===== src/design/b64sc_pkg.sv =====
// Shared types, constants and alphabet functions for the base64 stream codec.
package b64sc_pkg;

  // Register value of decode_mode.
  localparam logic MODE_ENCODE = 1'b0;
  localparam logic MODE_DECODE = 1'b1;

  // Largest number of result beats one input beat can cause.
  localparam int MAX_RES   = 4;
  localparam int RES_CNT_W = $clog2(MAX_RES + 1);
  localparam int RES_IDX_W = $clog2(MAX_RES);

  // Character codes and the extra decode codes beyond the 6-bit value range.
  localparam logic [7:0] PAD_CHAR       = 8'h3D;
  localparam logic [6:0] SEXTET_INVALID = 7'd64;
  localparam logic [6:0] SEXTET_PAD     = 7'd65;

  // Per-message state.
  typedef struct packed {
    logic [1:0] pos;
    logic [5:0] lo;
    logic       pad;
    logic       err;
  } b64sc_state_t;

  // One result beat.
  typedef struct packed {
    logic [7:0] data;
    logic       last;
    logic       err;
    logic       vld;
  } b64sc_res_t;

  typedef b64sc_res_t [MAX_RES-1:0] b64sc_res_list_t;

  // Map a 6-bit value to its alphabet character.
  function automatic logic [7:0] to_char(input logic [5:0] v);
    logic [7:0] w;
    w = {2'b00, v};
    if (v < 6'd26)       return w + 8'h41;
    else if (v < 6'd52)  return w + 8'h47;
    else if (v < 6'd62)  return w - 8'h04;
    else if (v == 6'd62) return 8'h2B;
    else                 return 8'h2F;
  endfunction

  // Map a character to its 6-bit value, the pad code or the invalid code.
  function automatic logic [6:0] from_char(input logic [7:0] c);
    logic [7:0] d;
    d = 8'h00;
    if (c >= 8'h41 && c <= 8'h5A) begin
      d = c - 8'h41;
      return {1'b0, d[5:0]};
    end else if (c >= 8'h61 && c <= 8'h7A) begin
      d = c - 8'h47;
      return {1'b0, d[5:0]};
    end else if (c >= 8'h30 && c <= 8'h39) begin
      d = c + 8'h04;
      return {1'b0, d[5:0]};
    end else if (c == 8'h2B) begin
      return 7'd62;
    end else if (c == 8'h2F) begin
      return 7'd63;
    end else if (c == PAD_CHAR) begin
      return SEXTET_PAD;
    end else begin
      return SEXTET_INVALID;
    end
  endfunction

endpackage


===== src/design/base64_stream_codec.sv =====
// Top level of the base64 stream codec: input register, result buffer, output register.
//
// Usage: write decode_mode on the cfg channel while the block is idle (0 encodes
// bytes to base64 characters, 1 decodes characters to bytes); each write also
// clears the message state. Input beats carry one byte in in_tdata and in_tlast
// on the final byte of a message. Output beats carry a character or data byte in
// out_tdata, out_tlast on the final result of the message, and flags in out_tuser.
// An accepted beat passes the input register, the result buffer and then the output
// register. Throughput: one result beat per cycle while the receiver does not stall;
// ordinary encode bytes give one or two characters, a last byte up to four. A decode
// beat that gives no result leaves the result buffer free for the next beat. The
// input register takes the next beat while results of the previous one are still
// draining. When the receiver stalls, the output register holds its beat, the buffer
// stops draining, and in_tready drops once the input register is full. Reset selects
// encode mode and clears the message state, the input and output valid flags and the
// result buffer count.
module base64_stream_codec
  import b64sc_pkg::*;
(
  input  logic       clk,
  input  logic       rst_n,
  // Configuration channel
  input  logic       cfg_valid,
  output logic       cfg_ready,
  input  logic       cfg_data,    // decode_mode
  // Input stream
  input  logic       in_tvalid,
  output logic       in_tready,
  input  logic [7:0] in_tdata,    // [7:0] in_byte
  input  logic       in_tlast,
  // Result stream
  output logic       out_tvalid,
  input  logic       out_tready,
  output logic [7:0] out_tdata,   // [7:0] out_byte
  output logic       out_tlast,
  output logic [1:0] out_tuser    // [0] out_error, [1] out_valid_data
);

  logic                 mode_r, mode_nxt;
  b64sc_state_t         st_r, st_nxt, step_st;
  logic                 in_vld_r, in_vld_nxt;
  logic [7:0]           in_byte_r, in_byte_nxt;
  logic                 in_last_r, in_last_nxt;
  b64sc_res_list_t      buf_r, buf_nxt, step_res;
  logic [RES_CNT_W-1:0] cnt_r, cnt_nxt, step_cnt;
  logic [RES_IDX_W-1:0] idx_r, idx_nxt;
  logic                 out_vld_r, out_vld_nxt;
  b64sc_res_t           out_r, out_nxt;
  logic                 pop;
  logic                 take;

  b64sc_step u_step (
    .mode    (mode_r),
    .st      (st_r),
    .in_byte (in_byte_r),
    .in_last (in_last_r),
    .st_nxt  (step_st),
    .res     (step_res),
    .res_cnt (step_cnt)
  );

  // Handshake control.
  assign cfg_ready = 1'b1;
  assign pop       = (cnt_r != '0) && (!out_vld_r || out_tready);
  assign take      = in_vld_r && ((cnt_r == '0) || ((cnt_r == RES_CNT_W'(1)) && pop));
  assign in_tready = !in_vld_r || take;

  // Next-state logic for configuration, input register, buffer and output register.
  always_comb begin
    mode_nxt    = mode_r;
    st_nxt      = st_r;
    in_vld_nxt  = in_vld_r;
    in_byte_nxt = in_byte_r;
    in_last_nxt = in_last_r;
    buf_nxt     = buf_r;
    cnt_nxt     = cnt_r;
    idx_nxt     = idx_r;
    out_vld_nxt = out_vld_r;
    out_nxt     = out_r;

    // Input register.
    if (in_tready) begin
      in_vld_nxt  = in_tvalid;
      in_byte_nxt = in_tdata;
      in_last_nxt = in_tlast;
    end

    // Result buffer: load a full result list or drain one beat.
    if (take) begin
      buf_nxt = step_res;
      cnt_nxt = step_cnt;
      idx_nxt = '0;
      st_nxt  = step_st;
    end else if (pop) begin
      cnt_nxt = cnt_r - RES_CNT_W'(1);
      idx_nxt = idx_r + RES_IDX_W'(1);
    end

    // Output register.
    if (pop) begin
      out_vld_nxt = 1'b1;
      out_nxt     = buf_r[idx_r];
    end else if (out_tready) begin
      out_vld_nxt = 1'b0;
    end

    // Configuration write selects the mode and restarts the message.
    if (cfg_valid) begin
      mode_nxt = cfg_data;
      st_nxt   = '0;
    end
  end

  // Control registers.
  always_ff @(posedge clk) begin
    if (!rst_n) begin
      mode_r    <= MODE_ENCODE;
      st_r      <= '0;
      in_vld_r  <= 1'b0;
      cnt_r     <= '0;
      idx_r     <= '0;
      out_vld_r <= 1'b0;
    end else begin
      mode_r    <= mode_nxt;
      st_r      <= st_nxt;
      in_vld_r  <= in_vld_nxt;
      cnt_r     <= cnt_nxt;
      idx_r     <= idx_nxt;
      out_vld_r <= out_vld_nxt;
    end
  end

  // Payload registers.
  always_ff @(posedge clk) begin
    in_byte_r <= in_byte_nxt;
    in_last_r <= in_last_nxt;
    buf_r     <= buf_nxt;
    out_r     <= out_nxt;
  end

  assign out_tvalid = out_vld_r;
  assign out_tdata  = out_r.data;
  assign out_tlast  = out_r.last;
  assign out_tuser  = {out_r.vld, out_r.err};

endmodule


===== src/design/b64sc_step.sv =====
// Combinational encode/decode step: one input beat to its result list and next state.
module b64sc_step
  import b64sc_pkg::*;
(
  input  logic                 mode,
  input  b64sc_state_t         st,
  input  logic [7:0]           in_byte,
  input  logic                 in_last,
  output b64sc_state_t         st_nxt,
  output b64sc_res_list_t      res,
  output logic [RES_CNT_W-1:0] res_cnt
);

  logic [6:0] code;
  logic [5:0] v;
  logic [7:0] dec_data;
  logic       have;
  logic       fail;
  b64sc_state_t s;

  assign code = from_char(in_byte);
  assign v    = code[5:0];

  always_comb begin
    s        = st;
    res      = '0;
    res_cnt  = '0;
    have     = 1'b0;
    dec_data = 8'h00;
    fail     = 1'b0;
    if (mode == MODE_ENCODE) begin
      // Encode: one or two characters from this byte, then an optional flush.
      case (st.pos)
        2'd0: begin
          res[0] = '{data: to_char(in_byte[7:2]), last: 1'b0, err: 1'b0, vld: 1'b1};
          s.lo   = {4'b0000, in_byte[1:0]};
          s.pos  = 2'd1;
          res_cnt = RES_CNT_W'(1);
        end
        2'd1: begin
          res[0] = '{data: to_char({st.lo[1:0], in_byte[7:4]}),
                     last: 1'b0, err: 1'b0, vld: 1'b1};
          s.lo   = {2'b00, in_byte[3:0]};
          s.pos  = 2'd2;
          res_cnt = RES_CNT_W'(1);
        end
        default: begin
          res[0] = '{data: to_char({st.lo[3:0], in_byte[7:6]}),
                     last: 1'b0, err: 1'b0, vld: 1'b1};
          res[1] = '{data: to_char(in_byte[5:0]), last: 1'b0, err: 1'b0, vld: 1'b1};
          s.lo   = '0;
          s.pos  = 2'd0;
          res_cnt = RES_CNT_W'(2);
        end
      endcase
      if (in_last) begin
        // A flush only follows a single character, so it fills slots one up.
        if (s.pos == 2'd1) begin
          res[1] = '{data: to_char({s.lo[1:0], 4'b0000}), last: 1'b0, err: 1'b0, vld: 1'b1};
          res[2] = '{data: PAD_CHAR, last: 1'b0, err: 1'b0, vld: 1'b1};
          res[3] = '{data: PAD_CHAR, last: 1'b1, err: 1'b0, vld: 1'b1};
          res_cnt = RES_CNT_W'(4);
        end else if (s.pos == 2'd2) begin
          res[1] = '{data: to_char({s.lo[3:0], 2'b00}), last: 1'b0, err: 1'b0, vld: 1'b1};
          res[2] = '{data: PAD_CHAR, last: 1'b1, err: 1'b0, vld: 1'b1};
          res_cnt = RES_CNT_W'(3);
        end else begin
          res[1].last = 1'b1;
        end
        s = '0;
      end
    end else begin
      // Decode: update the sextet accumulator unless the message already failed.
      if (!st.err) begin
        if (code == SEXTET_INVALID) begin
          s.err = 1'b1;
        end else if (code == SEXTET_PAD) begin
          if (st.pos < 2'd2) begin
            s.err = 1'b1;
          end else begin
            s.pad = 1'b1;
            s.pos = st.pos + 2'd1;
            s.lo  = '0;
          end
        end else if (st.pad) begin
          s.err = 1'b1;
        end else begin
          case (st.pos)
            2'd0: begin
              s.lo = v;
            end
            2'd1: begin
              dec_data = {st.lo, v[5:4]};
              s.lo     = {2'b00, v[3:0]};
              have     = 1'b1;
            end
            2'd2: begin
              dec_data = {st.lo[3:0], v[5:2]};
              s.lo     = {4'b0000, v[1:0]};
              have     = 1'b1;
            end
            default: begin
              dec_data = {st.lo[1:0], v};
              s.lo     = '0;
              have     = 1'b1;
            end
          endcase
          s.pos = st.pos + 2'd1;
        end
      end
      if (in_last) begin
        // End of message: data beat (if any), then an error or end marker if needed.
        fail = s.err || (s.pos != 2'd0);
        if (have) begin
          res[0] = '{data: dec_data, last: !fail, err: 1'b0, vld: 1'b1};
          if (fail) begin
            res[1]  = '{data: 8'h00, last: 1'b1, err: 1'b1, vld: 1'b0};
            res_cnt = RES_CNT_W'(2);
          end else begin
            res_cnt = RES_CNT_W'(1);
          end
        end else begin
          res[0]  = '{data: 8'h00, last: 1'b1, err: fail, vld: 1'b0};
          res_cnt = RES_CNT_W'(1);
        end
        s = '0;
      end else if (have) begin
        res[0]  = '{data: dec_data, last: 1'b0, err: 1'b0, vld: 1'b1};
        res_cnt = RES_CNT_W'(1);
      end
    end
    st_nxt = s;
  end

endmodule

===== config.mk =====
export PLATFORM = sky130hd
export DESIGN_NAME = base64_stream_codec
export DESIGN_NICKNAME = d
export VERILOG_FILES = /design/src/design/b64sc_pkg.sv /design/src/design/base64_stream_codec.sv /design/src/design/b64sc_step.sv
export SDC_FILE = /design/constraint.sdc
export NUM_CORES = 1
export LEC_CHECK = 0
export BUFFER_PORTS_ARGS = -buffer_cell sky130_fd_sc_hd__buf_2
export CORE_ASPECT_RATIO = 1.75
export CORE_MARGIN = 2
export CORE_UTILIZATION = 29
export CTS_CLUSTER_SIZE = 28
export DETAILED_ROUTE_END_ITERATION = 10
export GPL_TIMING_DRIVEN = 0
export PLACE_DENSITY = 0.5
export SYNTH_ARGS = -nofsm -noshare
export SYNTH_HDL_FRONTEND = slang
export SYNTH_SLANG_ARGS = --single-unit

===== constraint.sdc =====
create_clock -name clk -period 4.9 [get_ports clk]
set_clock_uncertainty 0.1 [all_clocks]
set_input_delay 0.98 -clock clk [delete_from_list [all_inputs] [get_ports clk]]
set_output_delay 0.98 -clock clk [all_outputs]
set_load 0.005 [all_outputs]

# == After elaboration in Yosys (flattened, before gate mapping) ==
# Cells that the tools add are included.
# op_classes
n_shift,0
reduce_logical,29
order_cmp,26
n_addsub,24
multipliers,0
bitwise_logic,2
eq_ne,21
n_mux,86
n_div,0
# ops
op,n
8-bit two-way mux,25
"6-bit by 7-bit adder with 8-bit output, second input constant",12
"6-bit less-than comparator, second input constant",12
11-bit two-way mux,6
10-bit two-way mux,5
"6-bit by 3-bit subtractor with 7-bit output, second input constant",6
3-bit two-way mux,13
"6-bit by 5-bit less-than comparator with 1-bit output, second input constant",6
7-bit two-way mux,5
9-bit two-way mux,3
"6-bit equality test, second input constant",4
"8-bit by 6-bit equality test with 1-bit output, second input constant",3
8-bit one-hot mux with 3 select lines,1
11-bit binary-select mux with 2-bit select,1
22-bit two-way mux,1
11-bit one-hot mux with 2 select lines,1
20-bit two-way mux,1
6-bit one-hot mux with 3 select lines,1
17-bit two-way mux,1
"8-bit by 7-bit >= comparator with 1-bit output, second input constant",2
"8-bit by 7-bit <= comparator with 1-bit output, second input constant",2
1-bit two-way mux,16
8-bit one-hot mux with 2 select lines,1
"7-bit equality test, second input constant",2
32 further kinds,58
# totals
wordCells,220
romBits,0
ramBits,0
ff_bits,80
out_inout_bits,14
in_bits,15
latch_bits,0
mem_count,0

# == Longest topological paths before layout ==
# Gate-level depths: netlist (run 1).
# logic_depth
depth_word,20
depth_mapped,15
depth_no_buf,13

# == Modules after synthesis ==
# A second synthesis (run 1) with hierarchy kept.
# hier_totals
cells_unflattened,756
hier_area_um2,6630.1
# modules_own_cells
mod,cells_each,area_each_um2,n_inst,seq_area_each_um2
b64sc_step,584,3609.7,1,0.0
base64_stream_codec,172,3020.4,1,2282.2

# == Worst setup path after synthesis (run 1) ==
# Ideal clock, no wire load.
# synth_path
kind,reg2reg
from,register in_byte_r[2]
to,"register buf_r[5] in the netlist's numbering, data pin"
setup_ps,261
setup_slack_ps,1684
path_buffers,2
stages_incl_launch_ff,12
required_ps,4539
arrival_time_ps,2855
cell_sequence,edfxtp_1 > clkbuf_1 > buf_1 > inv_1 > ha_1 > a21o_1 > a211oi_2 > o21a_2 > a2111oi_2 > a311oi_2 > o2bb2ai_1 > a311o_1
# synth_rtl
item,line,rtl
from (decl),base64_stream_codec.sv:42,"logic [7:0] in_byte_r, in_byte_nxt;"
from (signal assigned),base64_stream_codec.sv:135,in_byte_r <= in_byte_nxt;
to (signal assigned),base64_stream_codec.sv:137,buf_r <= buf_nxt;
to (decl),base64_stream_codec.sv:44,"b64sc_res_list_t buf_r, buf_nxt, step_res;"

==> flow_summary_export.csv, run 1 <==
group,metric,value,unit
run_status,status,"finished clean",
sta,period_needed,4.525,ns
sta,tns,0,ns
clock_tree,cts_resized,0,
clock_tree,cts_setup_buffers,0,
hold_path,worst_hold_path.num_cells,2,
place,placedCellCount,958,
pwr,seq_power_share,0.293,
layout,n_fill_cell,2136,
sta,worst_pin_slew,1.012,ns
critical_path,worstPathArrival,4.49,ns
critical_path,critPathLaunchType,"flop",
global_route,antenna_found_initial,0,
layout,multiInputGateArea,3680,sq um
pwr,powerDensity,430.4,nW/um^2
critical_path,end_kind,"flop",
yosys,synth-edff-count,45,
critical_path,worstSetupPathType,"flop to flop",
route,viasPerCell,5.749,
critical_path,cpPeakStageDelay,0.57,ns
critical_path,r2r_end,"buf_r[5]",
global_route,grt_pass1_wl,32.00,mm
die,dieHeight,190.3,um
place,port_buffers,26,
pwr,pwr-share-comb,0.480,
die,io_pins,29,
critical_path,reg2reg_setup_slack,0.38,ns
sta,setup_viol,0,
clock_tree,cts.clk_slew.worst_paths,0.06,ns
yosys,synth-main-ff-cell,"edfxtp_1",
route,wl_per_cell,21.30,um
sta,rsz0062_at_grt,"false",
critical_path,slowest_stage,"a311oi_2",
yosys,synthTopCellsByCount,"nand2_1, a21oi_1, edfxtp_1, o21ai_0",
critical_path,worstPathCellList,"clkbuf_1, buf_1, inv_1, ha_1, a21o_1, a211oi_2, o21a_2, a2111oi_2, a311oi_2, o2bb2ai_1, a311o_1",
yosys,netlist.top_cell.by_area,"edfxtp_1",
clock_tree,cts_buffers,9,
sta,fmax,221.0,MHz
global_route,grt_usage,0.1963,
yosys,synth_top_area_frac,0.2350,
global_route,grt_overflow_total,0,
yosys,syn-num-nets,736,
route,drc,0,
layout,nets,774,
layout,stdcell_count,974,
route,drtIter0Drc,393,
die,dieArea,21010,sq um
clock_tree,cts.path.max_buffers,2,
pwr,p_leak,0.002315,uW
pwr,peakVddDrop,165.7,uV
die,core,19570,sq um
pwr,p_int,1617,uW
global_route,grt_start_max_net_pins,35,
route,num_vias,5600,
critical_path,rr_startpoint,"in_byte_r[2]",
layout,num_antenna_cells,0,
sta,hold_violations,0,
yosys,ys_warn_count,0,
critical_path,r2r_cells,11,
clock_tree,cts.sinks,63,
die,dieWidth,110.4,um
route,first_pass_iters,5,
sta,finalCritPeriodShare,0.9234,
layout,seq_area,1712,sq um
critical_path,crit_required,4.87,ns
clock_tree,cts_tree,"built",
yosys,yosysSeqAreaShare,0.2977,
run,cap_violations,0,
layout,area_delta_synth_final,12.91,%
clock_tree,clk_latency,0.33,ns
clock_tree,htreeDepth,3,
yosys,ys_ff_latch,63,
pwr,power_switching,1177,uW
yosys,synth_cell_type_count,98,
yosys,async_reset_ff_frac,0,
global_route,grt_pass1_vias,5695,
layout,drive_above_1_share,0.1193,
route,routed_wl,20.75,mm
place,place_congestion,0.9622,
clock_tree,cts-root-buf,"clkbuf_16",
route,detail-route-antenna-nets,0,
die,initial_core_util,0.2938,
pwr,p_sw_frac,0.4211,
sta,fin_hold_ws,0.4244,ns
yosys,yosysMostFrequentCell,"nand2_1",
clock_tree,hold_buffers,0,
critical_path,critical_path_peak_fanout,10,
hold_path,hold_path_end,"out_tvalid",
yosys,synth.area.top_cells,"edfxtp_1, ha_1, dfxtp_1, a21oi_1, nand2_1",
pwr,clockPowerShare,0.227,
hold_path,hp-start,"out_tvalid",
yosys,synth_area_per_cell,8.381,sq um
hold_path,hold_class,"flop to flop",
yosys,synth_area,5749,sq um
die,fp-row-count,68,
sta,slew-limit-headroom,0.3231,
sta,final_max_slew_viol_count,0,
yosys,syn_inst,686,
place,dp_hpwl,16.47,mm
[power groups by stage]
stage,registers [uW],clock network [uW],logic [uW]
6_report,817,635,1340
5_1_grt,835,665,1460
4_1_cts,819,646,1330
3_5_place_dp,829,0,1330
3_3_place_gp,830,0,1320
2_1_floorplan,824,0,906
[cell usage in the layout, fill, tap and decap left out, drive strengths merged, types with 15 or more instances in the layout]
cell type and instances:
nand2 61, a21oi 54, clkbuf 54, o21ai 48, edfxtp 45, buf 44, nor2 41, ha 35
nor3 29, inv 27, nand3 26, dfxtp 18, xnor2 17, o211ai 15
[worst max-delay path by stage]
stage | startpoint | to | slack (ns)
after global routing | in_byte_r[2] | buf_r[5] | 0.17
after global placement | in_byte_r[2] | buf_r[5] | 0.49
after CTS | in_byte_r[2] | buf_r[5] | 0.49
final | in_byte_r[2] | buf_r[5] | 0.38
after floorplan | in_byte_r[2] | buf_r[5] | 1.68
after detailed placement | in_byte_r[2] | buf_r[5] | 0.52
[worst max-delay path: cells and delay by family (launching register included)]
family                     cells  cell delay (ns)
adders and majority gates      1             0.33
AOI/OAI and AO/OA              7             2.10
buffers and inverters          3             1.30
DFF                            1             0.42
[metal layers]
metal / wire length [um] / GRT usage / vias to the layer above
met5: 0 / 0 / -
met4: 1850 / 0.1591 / 0
met3: 521 / 0.02511 / 91
met2: 11190 / 0.3825 / 169
met1: 7180 / 0.1784 / 2659
li1: - / - / 2681
[through the flow]
stage	power [uW]	area (sq um)	setup WS, ns	util
floorplan	1731	5749	1.684	-
global placement	2155	6186	0.4929	0.3161
detailed placement	2156	6195	0.5159	0.3166
CTS	2797	6491	0.4927	0.3317
global route	2957	6491	0.1659	0.3317
finish	2794	6491	0.3752	0.3317
[cells by family (layout without fill, tap and decap cells)]
kind of cell | Yosys count | count (layout) | synth area share
simple gates | 224 | 224 | 0.2015
other cells | 1 | 1 | 0.0006523
xor+xnor | 20 | 20 | 0.03047
mux | 10 | 10 | 0.02046
flops | 63 | 63 | 0.2977
buf+inv | 87 | 130 | 0.06224
fa+ha+maj | 35 | 35 | 0.07617
compound gates | 246 | 246 | 0.3108
[flip-flops by register name (all words and copies together), names as in the netlist]
signal	count
out_tvalid	1
out_tlast	1
cnt_r	3
in_byte_r	8
in_vld_r	1
idx_r	2
buf_r	25
out_tuser	2
st_r	10
out_tdata	8
in_last_r	1
mode_r	1
[layout make-up]
cell class,instances,share of cell area
multi-input combinational,536,0.5669
inverter,30,0.01735
buffer,57,0.03797
timing repair buffer,27,0.02120
tap,245,0.04722
clock buffer,14,0.04395
clock inverter,2,0.001735
sequential,63,0.2637
Power figures use the tool's default switching activity.
==> inputs of run 2 (changes only) <==
--- a/config.mk
+++ b/config.mk
@@ -8,11 +8,12 @@
 export BUFFER_PORTS_ARGS = -buffer_cell sky130_fd_sc_hd__buf_2
 export CORE_ASPECT_RATIO = 1.75
 export CORE_MARGIN = 2
-export CORE_UTILIZATION = 29
+export CORE_UTILIZATION = 45
 export CTS_CLUSTER_SIZE = 28
 export DETAILED_ROUTE_END_ITERATION = 10
 export GPL_TIMING_DRIVEN = 0
-export PLACE_DENSITY = 0.5
+export PLACE_DENSITY = 0.67
 export SYNTH_ARGS = -nofsm -noshare
 export SYNTH_HDL_FRONTEND = slang
+export SYNTH_HIERARCHICAL = 1
 export SYNTH_SLANG_ARGS = --single-unit
==> run 2 against run 1 <==
Area after synthesis increased by 15%. Worst setup slack got worse by 0.37 ns. First-iteration DRC count increased by 65%. Sequential power increased by 30%. Via count increased by 15%. Combinational power increased by 9%. Total power increased by 16%. Critical path depth decreased by 1. Cell area increased by 13%. Utilization increased by 18 points. Fmax decreased by 7.5%. Sequential share of layout area increased by 4.8 points.
==> flow_summary_export.csv, run 2 <==
group,metric,value,unit
route,viasPerCell,6.552,
global_route,grt_start_max_net_pins,45,
global_route,grt_pass1_vias,6198,
pwr,powerDensity,441.2,nW/um^2
layout,largest_register_ffs,44,
layout,n_fill_cell,1380,
pwr,p_leak,0.002621,uW
yosys,synth-main-ff-cell,"edfxtp_1",
global_route,antenna_found_initial,0,
hold_path,hold_class,"flop to flop",
critical_path,critPathLaunchType,"flop",
place,placed_area,7017,sq um
layout,final_common_cell,"a21oi_1",
critical_path,worstSetupPathType,"flop to flop",
die,initial_core_util,0.4614,
pwr,peakVddDrop,183.8,uV
clock_tree,cts-root-buf,"clkbuf_16",
layout,finish.utilization,0.5102,
yosys,netlist.top_cell.by_area,"edfxtp_1",
die,core,14370,sq um
place,place_congestion,0.9976,
route,drtIter0Drc,649,
yosys,ys_warn_count,6,
critical_path,rr_startpoint,"in_byte_r[2]",
yosys,yosysMostFrequentCell,"a21oi_1",
pwr,clockPowerShare,0.221,
pwr,pwr-share-comb,0.452,
route,first_pass_iters,6,
yosys,synth_top_area_frac,0.2899,
global_route,grt_usage,0.3048,
place,dp_hpwl,18.12,mm
route,drc,0,
die,fp-row-count,58,
clock_tree,cts.sinks,82,
die,dieHeight,164.6,um
clock_tree,cts_buffers,9,
layout,nets,851,
route,wl_per_cell,23.94,um
yosys,synth_cell_type_count,85,
pwr,p_sw_frac,0.4054,
clock_tree,cts.clk_slew.worst_paths,0.07,ns
layout,largestRegisters,"buf_r: 44 flops, st_r: 10 flops",
sta,fmax,204.4,MHz
run_status,status,"finished clean",
route,detail-route-antenna-nets,0,
global_route,grt_pass1_wl,35.60,mm
layout,layout_common_cells,"a21oi_1, nand2_1, edfxtp_1, nor2_1, o21ai_0",
route,num_vias,6460,
yosys,synth.area.top_cells,"edfxtp_1, ha_1, a21oi_1, dfxtp_1, nand2_1",
yosys,yosysSeqAreaShare,0.3442,
hold_path,hp-start,"st_r[1]",
pwr,power_switching,1311,uW
pwr,p_int,1923,uW
critical_path,cp-startpoint,"in_byte_r[2]",
sta,hold_violations,0,
sta,rsz0062_at_grt,"false",
sta,slew-limit-headroom,0.3786,
die,io_pins,29,
yosys,synth_area_per_cell,8.770,sq um
clock_tree,htreeDepth,3,
layout,num_antenna_cells,0,
layout,area_delta_synth_final,10.57,%
layout,fin_area,7331,sq um
clock_tree,cts_tree,"built",
layout,drive_above_1_share,0.1439,
yosys,ys_ff_latch,82,
yosys,syn_inst,756,
critical_path,end_kind,"flop",
sta,worst_pin_slew,0.9287,ns
critical_path,crit_required,4.85,ns
yosys,synth-edff-count,64,
sta,finalCritPeriodShare,0.9984,
sta,period_needed,4.892,ns
clock_tree,cts_setup_buffers,0,
yosys,synthTopCellsByCount,"a21oi_1, nand2_1, edfxtp_1",
clock_tree,clk_latency,0.34,ns
die,dieWidth,95.76,um
global_route,grt_overflow_total,0,
layout,top_register,"buf_r",
run,cap_violations,0,
clock_tree,cts.path.max_buffers,2,
critical_path,worstPathArrival,4.84,ns
die,dieArea,15760,sq um
critical_path,critical_path_peak_fanout,10,
yosys,async_reset_ff_frac,0,
sta,final_max_slew_viol_count,0,
sta,setup_viol,0,
route,routed_wl,23.60,mm
pwr,seq_power_share,0.327,
yosys,synth_area,6630,sq um
place,port_buffers,27,
run 2: through the flow:
stage               hold slack, ns  power, uW  cells  setup TNS [ns]  setup slack [ns]
global route                0.4107       3398    986               0          0.002698
global placement            0.3636       2479    970        -0.09356          -0.09356
detailed placement          0.3799       2505    970        -0.04520          -0.04520
floorplan                   0.3527       2048    763               0             1.327
CTS                         0.3923       3230    986               0            0.2287
finish                      0.3896       3234    986               0          0.008026
run 2: cell families after synthesis:
logic type,synth area share
compound gates,0.2689
xor+xnor,0.01717
fa+ha+maj,0.06605
buf+inv,0.08398
flops,0.3442
mux,0.04907
other cells,0.001133
simple gates,0.1695
run 2: layout make-up:
| cell class | count | area, sq um | share of cell area |
|---|---|---|---|
| clock inverter | 7 | 83.83 | 0.01144 |
| tap | 180 | 225.2 | 0.03072 |
| multi-input combinational | 565 | 3822 | 0.5214 |
| timing repair buffer | 27 | 135.1 | 0.01843 |
| clock buffer | 9 | 225.2 | 0.03072 |
| inverter | 35 | 131.4 | 0.01792 |
| buffer | 81 | 425.4 | 0.05803 |
| sequential | 82 | 2282 | 0.3113 |
run 2: worst max-delay path: stages (launching register included):
cell and delay (ns):
edfxtp_1 0.42, clkbuf_1 0.54, inv_1 0.37, ha_1 0.38, a21o_1 0.24, o311ai_2 0.50, nand3_1 0.34, o21a_1 0.20
o31ai_2 0.68, a221oi_1 0.22, a211oi_1 0.59
run 2: path summary, 6_finish.rpt:
path	end	slack, ns	cells after the start
hold reg to reg	st_r[1]	0.39	2
setup reg to reg	buf_r[4]	0.008	10
setup / recovery	buf_r[4]	0.008	10
hold / removal	st_r[1]	0.39	2
run 2: power groups by stage:
stage / combinational, uW / clock [uW] / sequential (uW)
global placement: 1410 / 0 / 1070
floorplan: 993 / 0 / 1050
CTS: 1440 / 731 / 1060
global route: 1560 / 757 / 1080
finish: 1460 / 715 / 1060
detailed placement: 1430 / 0 / 1080
run 2: routing by layer:
metal,wire [um],vias to the layer above,track usage
met5,0,-,0
met4,2054,0,0.2201
met3,1386,111,0.04608
met2,11980,368,0.5375
met1,8185,3072,0.3202
li1,-,2909,-
run 2: timing repair:
item / 4_1_cts / 5_1_grt
gates resized for setup: 1 / 0
hold buffers: 0 / 0
setup endpoints to repair: 1 / 0
